[src/rlfc_pkg.sv]
// ----------------------------------------------------------------------------
// rlfc_pkg
// Shared widths, header geometry and the types passed between modules.
// ----------------------------------------------------------------------------
package rlfc_pkg;

    localparam int BYTE_W      = 8;
    localparam int COUNT_W     = 16;
    localparam int HDR_POS_W   = 4;
    // header length in bytes, 2 to 16; the last two hold the payload length
    localparam int HEADER_BYTES = 5;

    localparam logic [HDR_POS_W-1:0] HDR_LAST   = HDR_POS_W'(HEADER_BYTES - 1);
    localparam logic [HDR_POS_W-1:0] HDR_LEN_HI = HDR_POS_W'(HEADER_BYTES - 2);
    localparam logic [COUNT_W-1:0]   COUNT_MAX  = {COUNT_W{1'b1}};

    // one word handed to the parser
    typedef struct packed {
        logic              fire;
        logic [BYTE_W-1:0] data_byte;
        logic              last_byte;
    } rlfc_step_t;

    // verdict for the word being parsed
    typedef struct packed {
        logic               framing_ok;
        logic [COUNT_W-1:0] record_count;
    } rlfc_result_t;

endpackage

[src/rlfc_if.sv]
// ----------------------------------------------------------------------------
// rlfc channel interfaces
// Valid/ready channels for incoming buffer words and outgoing verdicts.
// ----------------------------------------------------------------------------
interface rlfc_byte_if;
    logic                       valid;
    logic                       ready;
    logic [rlfc_pkg::BYTE_W-1:0] data_byte;
    logic                       last_byte;

    modport source (output valid, output data_byte, output last_byte, input ready);
    modport sink   (input valid, input data_byte, input last_byte, output ready);
endinterface

interface rlfc_result_if;
    logic                        valid;
    logic                        ready;
    logic [rlfc_pkg::COUNT_W-1:0] record_count;
    logic                        framing_ok;

    modport source (output valid, output record_count, output framing_ok, input ready);
    modport sink   (input valid, input record_count, input framing_ok, output ready);
endinterface

[src/rlfc_parser.sv]
// ----------------------------------------------------------------------------
// rlfc_parser
// Header walk, payload skip and saturating record count, one word per step.
// ----------------------------------------------------------------------------
module rlfc_parser (
    input  logic                   clk,
    input  logic                   rst_n,
    input  rlfc_pkg::rlfc_step_t   step,
    output rlfc_pkg::rlfc_result_t result
);

    logic [rlfc_pkg::HDR_POS_W-1:0] header_position_reg, header_position_next;
    logic [rlfc_pkg::BYTE_W-1:0]    length_upper_reg, length_upper_next;
    logic [rlfc_pkg::COUNT_W-1:0]   payload_left_reg, payload_left_next;
    logic                           in_payload_reg, in_payload_next;
    logic [rlfc_pkg::COUNT_W-1:0]   records_seen_reg, records_seen_next;

    logic [rlfc_pkg::COUNT_W-1:0]   left_dec;
    logic [rlfc_pkg::COUNT_W-1:0]   length;
    logic                           at_boundary;

    assign left_dec = payload_left_reg - 1'b1;
    assign length   = {length_upper_reg, step.data_byte};

    // next state for the current word
    always_comb
    begin
        header_position_next = header_position_reg;
        length_upper_next    = length_upper_reg;
        payload_left_next    = payload_left_reg;
        in_payload_next      = in_payload_reg;
        records_seen_next    = records_seen_reg;
        at_boundary          = 1'b0;

        if (in_payload_reg)
        begin
            payload_left_next = left_dec;
            in_payload_next   = (left_dec != '0);
            at_boundary       = (left_dec == '0);
        end
        else if (header_position_reg >= rlfc_pkg::HDR_LAST)
        begin
            // header complete: count it, load payload length
            if (records_seen_reg != rlfc_pkg::COUNT_MAX)
            begin
                records_seen_next = records_seen_reg + 1'b1;
            end
            header_position_next = '0;
            length_upper_next    = '0;
            payload_left_next    = length;
            in_payload_next      = (length != '0);
            at_boundary          = (length == '0);
        end
        else
        begin
            if (header_position_reg == rlfc_pkg::HDR_LEN_HI)
            begin
                length_upper_next = step.data_byte;
            end
            header_position_next = header_position_reg + 1'b1;
        end

        result.framing_ok   = at_boundary;
        result.record_count = at_boundary ? records_seen_next : '0;

        // end of buffer: start fresh
        if (step.last_byte)
        begin
            header_position_next = '0;
            length_upper_next    = '0;
            payload_left_next    = '0;
            in_payload_next      = 1'b0;
            records_seen_next    = '0;
        end
    end

    // parser state
    always_ff @(posedge clk or negedge rst_n)
    begin
        if (!rst_n)
        begin
            header_position_reg <= '0;
            length_upper_reg    <= '0;
            payload_left_reg    <= '0;
            in_payload_reg      <= 1'b0;
            records_seen_reg    <= '0;
        end
        else if (step.fire)
        begin
            header_position_reg <= header_position_next;
            length_upper_reg    <= length_upper_next;
            payload_left_reg    <= payload_left_next;
            in_payload_reg      <= in_payload_next;
            records_seen_reg    <= records_seen_next;
        end
    end

endmodule

[src/record_length_framing_check_unit.sv]
// ----------------------------------------------------------------------------
// record_length_framing_check_unit
// Checks that a byte stream of length-prefixed records ends on a boundary.
// ----------------------------------------------------------------------------
// Usage:
//   stream carries one buffer word per handshake; last_byte flags the final
//   word of a buffer. Each record is a header whose last two words give the
//   payload length, high word first, followed by that many payload words.
//   report carries one verdict per buffer: framing_ok and record_count
//   (count is zero on failure, saturates at 65535 otherwise).
//   Throughput: one word per cycle unless a last word is stalled; the parser
//   state updates from the input register, so consecutive words need no gap.
//   Verdict path: a last word passes the input register, then the result
//   register, before its verdict shows on report.
//   Stall: non-last words keep flowing while a verdict waits; a last word
//   waits in the input register until the result register is free, and
//   stream.ready drops only then.
//   Reset: clears the parser state and both valid flags; the next word
//   starts a new buffer. After every last word the state clears as well.
// ----------------------------------------------------------------------------
module record_length_framing_check_unit (
    input  logic                 clk,
    input  logic                 rst_n,
    rlfc_byte_if.sink            stream,
    rlfc_result_if.source        report
);

    logic                          s1_valid_reg;
    logic [rlfc_pkg::BYTE_W-1:0]   s1_data_reg;
    logic                          s1_last_reg;

    logic                          out_valid_reg;
    logic [rlfc_pkg::COUNT_W-1:0]  out_count_reg;
    logic                          out_ok_reg;

    logic                          out_free;
    logic                          s1_fire;
    rlfc_pkg::rlfc_step_t          step;
    rlfc_pkg::rlfc_result_t        result;

    // handshake
    assign out_free     = !out_valid_reg || report.ready;
    assign s1_fire      = s1_valid_reg && (!s1_last_reg || out_free);
    assign stream.ready = !s1_valid_reg || s1_fire;

    assign step.fire      = s1_fire;
    assign step.data_byte = s1_data_reg;
    assign step.last_byte = s1_last_reg;

    rlfc_parser u_parser (
        .clk    (clk),
        .rst_n  (rst_n),
        .step   (step),
        .result (result)
    );

    // input register
    always_ff @(posedge clk or negedge rst_n)
    begin
        if (!rst_n)
        begin
            s1_valid_reg <= 1'b0;
        end
        else if (stream.ready)
        begin
            s1_valid_reg <= stream.valid;
        end
    end

    always_ff @(posedge clk)
    begin
        if (stream.ready && stream.valid)
        begin
            s1_data_reg <= stream.data_byte;
            s1_last_reg <= stream.last_byte;
        end
    end

    // result register
    always_ff @(posedge clk or negedge rst_n)
    begin
        if (!rst_n)
        begin
            out_valid_reg <= 1'b0;
        end
        else if (s1_fire && s1_last_reg)
        begin
            out_valid_reg <= 1'b1;
        end
        else if (report.ready)
        begin
            out_valid_reg <= 1'b0;
        end
    end

    always_ff @(posedge clk)
    begin
        if (s1_fire && s1_last_reg)
        begin
            out_count_reg <= result.record_count;
            out_ok_reg    <= result.framing_ok;
        end
    end

    assign report.valid        = out_valid_reg;
    assign report.record_count = out_count_reg;
    assign report.framing_ok   = out_ok_reg;

endmodule

[src/flat_wrapper.sv]
// flat-port wrapper written by rule: the top's interface ports become plain ports
module record_length_framing_check_unit_flat 
  (clk, rst_n, stream_valid, stream_data_byte, stream_last_byte, stream_ready, report_valid, report_record_count, report_framing_ok, report_ready);
  rlfc_byte_if stream_i ();
  rlfc_result_if report_i ();
  input  logic clk;
  input  logic rst_n;
  input wire logic [$bits(stream_i.valid)-1:0] stream_valid;
  input wire logic [$bits(stream_i.data_byte)-1:0] stream_data_byte;
  input wire logic [$bits(stream_i.last_byte)-1:0] stream_last_byte;
  output wire logic [$bits(stream_i.ready)-1:0] stream_ready;
  output wire logic [$bits(report_i.valid)-1:0] report_valid;
  output wire logic [$bits(report_i.record_count)-1:0] report_record_count;
  output wire logic [$bits(report_i.framing_ok)-1:0] report_framing_ok;
  input wire logic [$bits(report_i.ready)-1:0] report_ready;
  assign stream_i.valid = stream_valid;
  assign stream_i.data_byte = stream_data_byte;
  assign stream_i.last_byte = stream_last_byte;
  assign stream_ready = stream_i.ready;
  assign report_valid = report_i.valid;
  assign report_record_count = report_i.record_count;
  assign report_framing_ok = report_i.framing_ok;
  assign report_i.ready = report_ready;
  record_length_framing_check_unit u_core (.clk(clk), .rst_n(rst_n), .stream(stream_i), .report(report_i));
endmodule
[config.mk]
export PLATFORM = sky130hd
export DESIGN_NAME = record_length_framing_check_unit_flat
export DESIGN_NICKNAME = d
export VERILOG_FILES = /design/src/rlfc_pkg.sv /design/src/rlfc_if.sv /design/src/rlfc_parser.sv /design/src/record_length_framing_check_unit.sv /design/src/flat_wrapper.sv
export SDC_FILE = /design/constraint.sdc
export NUM_CORES = 1
export LEC_CHECK = 0
export CAP_MARGIN = 10
export CORE_ASPECT_RATIO = 0.75
export CORE_MARGIN = 3
export CORE_UTILIZATION = 50
export CTS_BUF_LIST = sky130_fd_sc_hd__clkbuf_16
export DETAILED_ROUTE_END_ITERATION = 8
export DONT_BUFFER_PORTS = 1
export GPL_TIMING_DRIVEN = 0
export HOLD_SLACK_MARGIN = 0.05
export PLACE_DENSITY = 0.73
export SLEW_MARGIN = 20
export SYNTH_ARGS = -nofsm -noshare
export SYNTH_HDL_FRONTEND = slang
export SYNTH_SLANG_ARGS = --single-unit
[constraint.sdc]
create_clock -name clk -period 3.15 [get_ports clk]
set_input_delay 0.1575 -clock clk [delete_from_list [all_inputs] [get_ports clk]]
set_output_delay 0.1575 -clock clk [all_outputs]
set_load 0.02 [all_outputs]
; ---- Word-level counts from Yosys, hierarchy flattened
; Index checks and enable logic that the tools add are counted.
[op_classes]
add_sub_neg = 3
n_lt_le_gt_ge = 1
n_eq_ne = 3
muxes = 21
reduce_logical = 19
[op_table]
columns = operator, count
row1 = 2-to-1 mux 16 bit, 7
row2 = zero test 16 bit, 2
row3 = 2-to-1 mux 8 bit, 4
row4 = nonzero test 16 bit, 2
row5 = "adder 16 x 1 -> 16 bit, second input constant", 1
row6 = "inequality test 16 bit, second input constant", 1
row7 = "subtractor 16 x 1 -> 16 bit, second input constant", 1
row8 = 2-to-1 mux 4 bit, 3
row9 = 2-to-1 mux 1 bit, 7
row10 = nonzero test 3 bit, 2
row11 = "adder 4 x 1 -> 4 bit, second input constant", 1
row12 = "== test 4 x 2 -> 1 bit, second input constant", 1
row13 = ">= comparator 4 x 3 -> 1 bit, second input constant", 1
row14 = AND reduction 2 bit, 2
row15 = logical AND 1 bit, 3
row16 = zero test 1 bit, 3
row17 = logical OR 1 bit, 3
row18 = AND reduction 3 bit, 1
row19 = "inequality test 2 x 1 -> 1 bit, second input constant", 1
row20 = nonzero test 2 bit, 1
[word_totals]
reg_bits = 73
in_bits = 13
out_inout_bits = 19
word_cells = 58

; ---- Depth between registers and ports, before layout
[logic_depth]
word_depth = 6
depth_mapped = 11
ltp_nobuf = 8

; ---- By module
; Synthesis repeated with hierarchy kept, for this count alone.
[unflattened]
hier_cells = 391
area_unflattened_um2 = 3807.4
[modules_own_cells]
columns = mod, instances, cells_each, area_each_um2, seq_area_each_um2
row1 = rlfc_parser, 1, 355, 2920.3, 1126.1
row2 = record_length_framing_check_unit, 1, 36, 887.1, 830.8

; ---- Worst setup path before layout
; OpenSTA, ideal clock, no wires.
[synth_timing]
kind = register -> register
from = register u_core.u_parser.payload_left_reg[0] in the netlist's numbering
to = register u_core.out_count_reg, in the netlist u_core.report.record_count[9] (data pin)
setup_time_ps = 141
arrival_ps = 2135
slack_ps = 875
path_stages_with_launch = 12
path_buffers = 3
path_cell_list = dfrtp_1 > inv_1 > ha_1 > clkbuf_1 > nor4b_1 > nand4_1 > xor2_1 > nand2_1 > nand4bb_1 > buf_6 > buf_12 > a21oi_2
[synth_via]
elab_chain_len = 3
[synth_rtl]
columns = element, line
row1 = from (decl), rlfc_parser.sv:14  ; logic [rlfc_pkg::COUNT_W-1:0] payload_left_reg, payload_left_next;
row2 = from (signal assigned), rlfc_parser.sv:92  ; payload_left_reg <= payload_left_next;
row3 = subtractor 16 x 1 -> 16 bit, rlfc_parser.sv:22  ; assign left_dec = payload_left_reg - 1'b1;
row4 = zero test 16 bit, rlfc_parser.sv:39  ; at_boundary = (left_dec == '0);
row5 = 2-to-1 mux 1 bit, rlfc_parser.sv:35  ; if (in_payload_reg)
row6 = to (signal assigned), record_length_framing_check_unit.sv:100  ; out_count_reg <= result.record_count;
row7 = to (decl), record_length_framing_check_unit.sv:33  ; logic [rlfc_pkg::COUNT_W-1:0] out_count_reg;
; Every way passes these cells.
; A chain may end at the register's enable or synchronous reset.

; ---- Worst setup path in the final report
[layout_timing]
from = register u_core.u_parser.payload_left_reg[0] in the netlist's numbering
to = register u_core.out_count_reg, in the netlist u_core.report.record_count[12] (data pin)
; The elaborated chain is that of the path after synthesis.

==> impl_metrics.tcl <==
set metrics [dict create \
    cts_made_buffers 9 \
    routed.top_layer "met4" \
    yosysMostFrequentCell "dfrtp_1" \
    synth_top_cell_by_area "dfrtp_1" \
    drv_cap 0 \
    vias_per_cell 6.10 \
    cp_max_fo 10 \
    cts_sinks 73 \
    p_total_mw 2.67 \
    grt_max_degree 48 \
    clk_pin_slew_ns 0.06 \
    die_width_um 107 \
    fin_ws_ns 0.328 \
    wl_met2_mm 3.67 \
    syn2layout_area_growth_pct 16.2 \
    cts_root_buf "clkbuf_16" \
    ir_worst_vdd_mv 0.377 \
    synthTopCellsByCount "47 x dfrtp_1, 37 x nand2_1, 31 x o21ai_0, 28 x nor2_1, 26 x edfxtp_1" \
    period_share_pct 89.6 \
    port_buffers 0 \
    start_util_pct 53.9 \
    dieArea_um2 8740 \
    grtUsageTotal_pct 21.3 \
    drc_errors 0 \
    setup_violations 0 \
    path_cells "inv_1 -> ha_1 -> clkbuf_1 -> nor4b_1 -> nand4_1 -> xor2_1 -> nand2_1 -> nand4bb_1 -> buf_6 -> buf_12 -> a21oi_2" \
    critPathCaptureType "flop" \
    wl_per_cell_um 17.5 \
    r2r_slack_ns 0.33 \
    fill_cells 594 \
    cts_buffer_depth 2 \
    startpoint_type "flop" \
    grt-ovfl-total 0 \
    p_leak_nw 1.79 \
    syn_inst 376 \
    powerDensity_nw_per_um2 601 \
    coreArea_um2 7090 \
    synth_ff_type "dfrtp_1" \
    period_minus_slack_ns 2.82 \
    tightest_slew_ns 0.877 \
    rows 26 \
    critPathMaxStageDelay_ns 0.53 \
    ff_latch_area_um2 1960 \
    antenna_cells 0 \
    drive_gt1_share_pct 9.88 \
    syn_avg_cell_area_um2 10.2 \
    slew_violations 0 \
    synthesis.nets 393 \
    die_h_um 81.7 \
    hold_slack_ns 0.201 \
    crit_required_ns 3.34 \
    syn_area_um2 3820 \
    ys_warn_count 0 \
    first_global_vias 2831 \
    fmax_mhz 354 \
    dr.pass1.iters 5 \
    antenna_found_initial 0 \
    multi_input_area_um2 1730 \
    setup_tns_ns 0 \
    cpMaxStageDelayCell "nor4b_1" \
    synth_edf_count 26 \
    yosys-top-cells-area "dfrtp_1 31%, edfxtp_1 20%, a22o_1 5.3%" \
    grt_pass1_wl_mm 14.6 \
    criticalPathCategory "reg2reg" \
    slew_headroom_pct 41.1 \
    yosysUniqueCellTypes 54 \
    skew_ns 0.00818 \
    post_cts_buffers 0 \
    cts_tree "done" \
    ios 32 \
    drt-met1-wl_mm 4.47 \
    cp.arrival_ns 3.01 \
    dr_wl_met3_um 559 \
    drtIter0Drc 270 \
    insertion_delay_ns 0.33 \
    cp_top_family "simple AND/OR/NAND/NOR gates" \
    synth-seq-cells 73 \
    hold_violations 0 \
    via_count 3067 \
    place_ws_ns 0.394 \
    outcome "finished clean" \
    htreeDepth 3 \
    antenna_left 0 \
    gp_congestion 0.859 \
    finalNetCount 417 \
    seq_area_frac_synth_pct 51.2 \
    dpl.hpwl_mm 5.90 \
    synth_top_area_share_pct 30.8 \
    rsz0062_at_grt "no" \
    crit_buf_inv 4 \
    synthArstFlopShare_pct 64.4 \
    totalWireLength_mm 8.80 \
    hold_path_class "in2reg" \
]
[final timing paths]
path,from,endpoint,cells past startpoint
max in group asynchronous,rst_n,u_core.u_parser.length_upper_reg[6],2
setup reg to reg,u_core.u_parser.payload_left_reg[0],u_core.report.record_count[12],11
setup / recovery,u_core.u_parser.payload_left_reg[0],u_core.report.record_count[12],11
hold reg to reg,u_core.u_parser.header_position_reg[1],u_core.u_parser.header_position_reg[1],2
min in group asynchronous,rst_n,u_core.u_parser.payload_left_reg[11],2
hold / removal,report_ready,u_core.s1_valid_reg,2
[worst reg2reg max path, delay by kind of cell (launching register included)]
family	cells	cell delay, ns
AO/OA/AOI/OAI	1	0.13
XOR/XNOR	1	0.22
adder cells (fa/ha/maj)	1	0.14
buffers and inverters	4	0.70
flip-flops	1	0.46
AND/OR/NAND/NOR	4	1.04
[per-layer routing]
layer / up-vias / GRT usage [%]
li1: 1434 / -
met1: 1504 / 32.6
met2: 118 / 30.3
met3: 11 / 6.36
met4: 0 / 3.83
met5: - / 0
[final cells by class]
class                   count  share of cell area [%]
plain buffers              21                    2.37
clock buffers               9                    5.07
clock inverters             7                    2.82
inverters                   7                   0.592
multi-input cells         275                    39.0
flip-flops and latches     73                    44.1
well taps                  98                    2.76
repair buffers             13                    3.32
[per-stage QoR]
step	cell area [um2]	cells	utilization [%]
3_3_place_gp	3940	474	55.6
5_1_grt	4440	503	62.6
3_5_place_dp	3940	474	55.6
2_1_floorplan	3820	376	-
6_report	4440	503	62.6
4_1_cts	4440	503	62.6
[repair_timing]
item,in CTS,in global routing
hold buffers,13,0
setup endpoints to repair,0,0
hold endpoints to repair,58,0
gates resized for setup,0,0
[logic make-up after synthesis]
family	after synthesis	synth area share, %
flops	73	51.2
xor+xnor	24	5.50
buf+inv	28	3.44
simple gates	128	17.2
mux	5	1.31
compound gates	114	20.1
fa+ha+maj	4	1.31
[cells in the final DEF (no fill, tap or decap), types with 7 or more instances in the layout]
cell           synthesis  final
a21oi_2                9      9
a21oi_1               25     25
nor2_1                28     28
edfxtp_1              26     26
nand3_1               13     13
nor3_1                13     13
xnor2_1               14     14
a22o_1                23     23
o21ai_0               31     31
dfrtp_1               47     47
xor2_1                10     10
dlygate4sd3_1          0     12
clkbuf_1              16     16
nand2_1               37     37
clkbuf_16              0      9
inv_1                  7      7
[report_power, final]
part / switching [mW] / internal, mW / leakage, nW
clock: 0.408 / 0.782 / 0.171
sequential: 0.0517 / 1.03 / 0.907
combinational: 0.240 / 0.159 / 0.708
total: 0.700 / 1.97 / 1.79
Power figures use the tool's default switching activity.
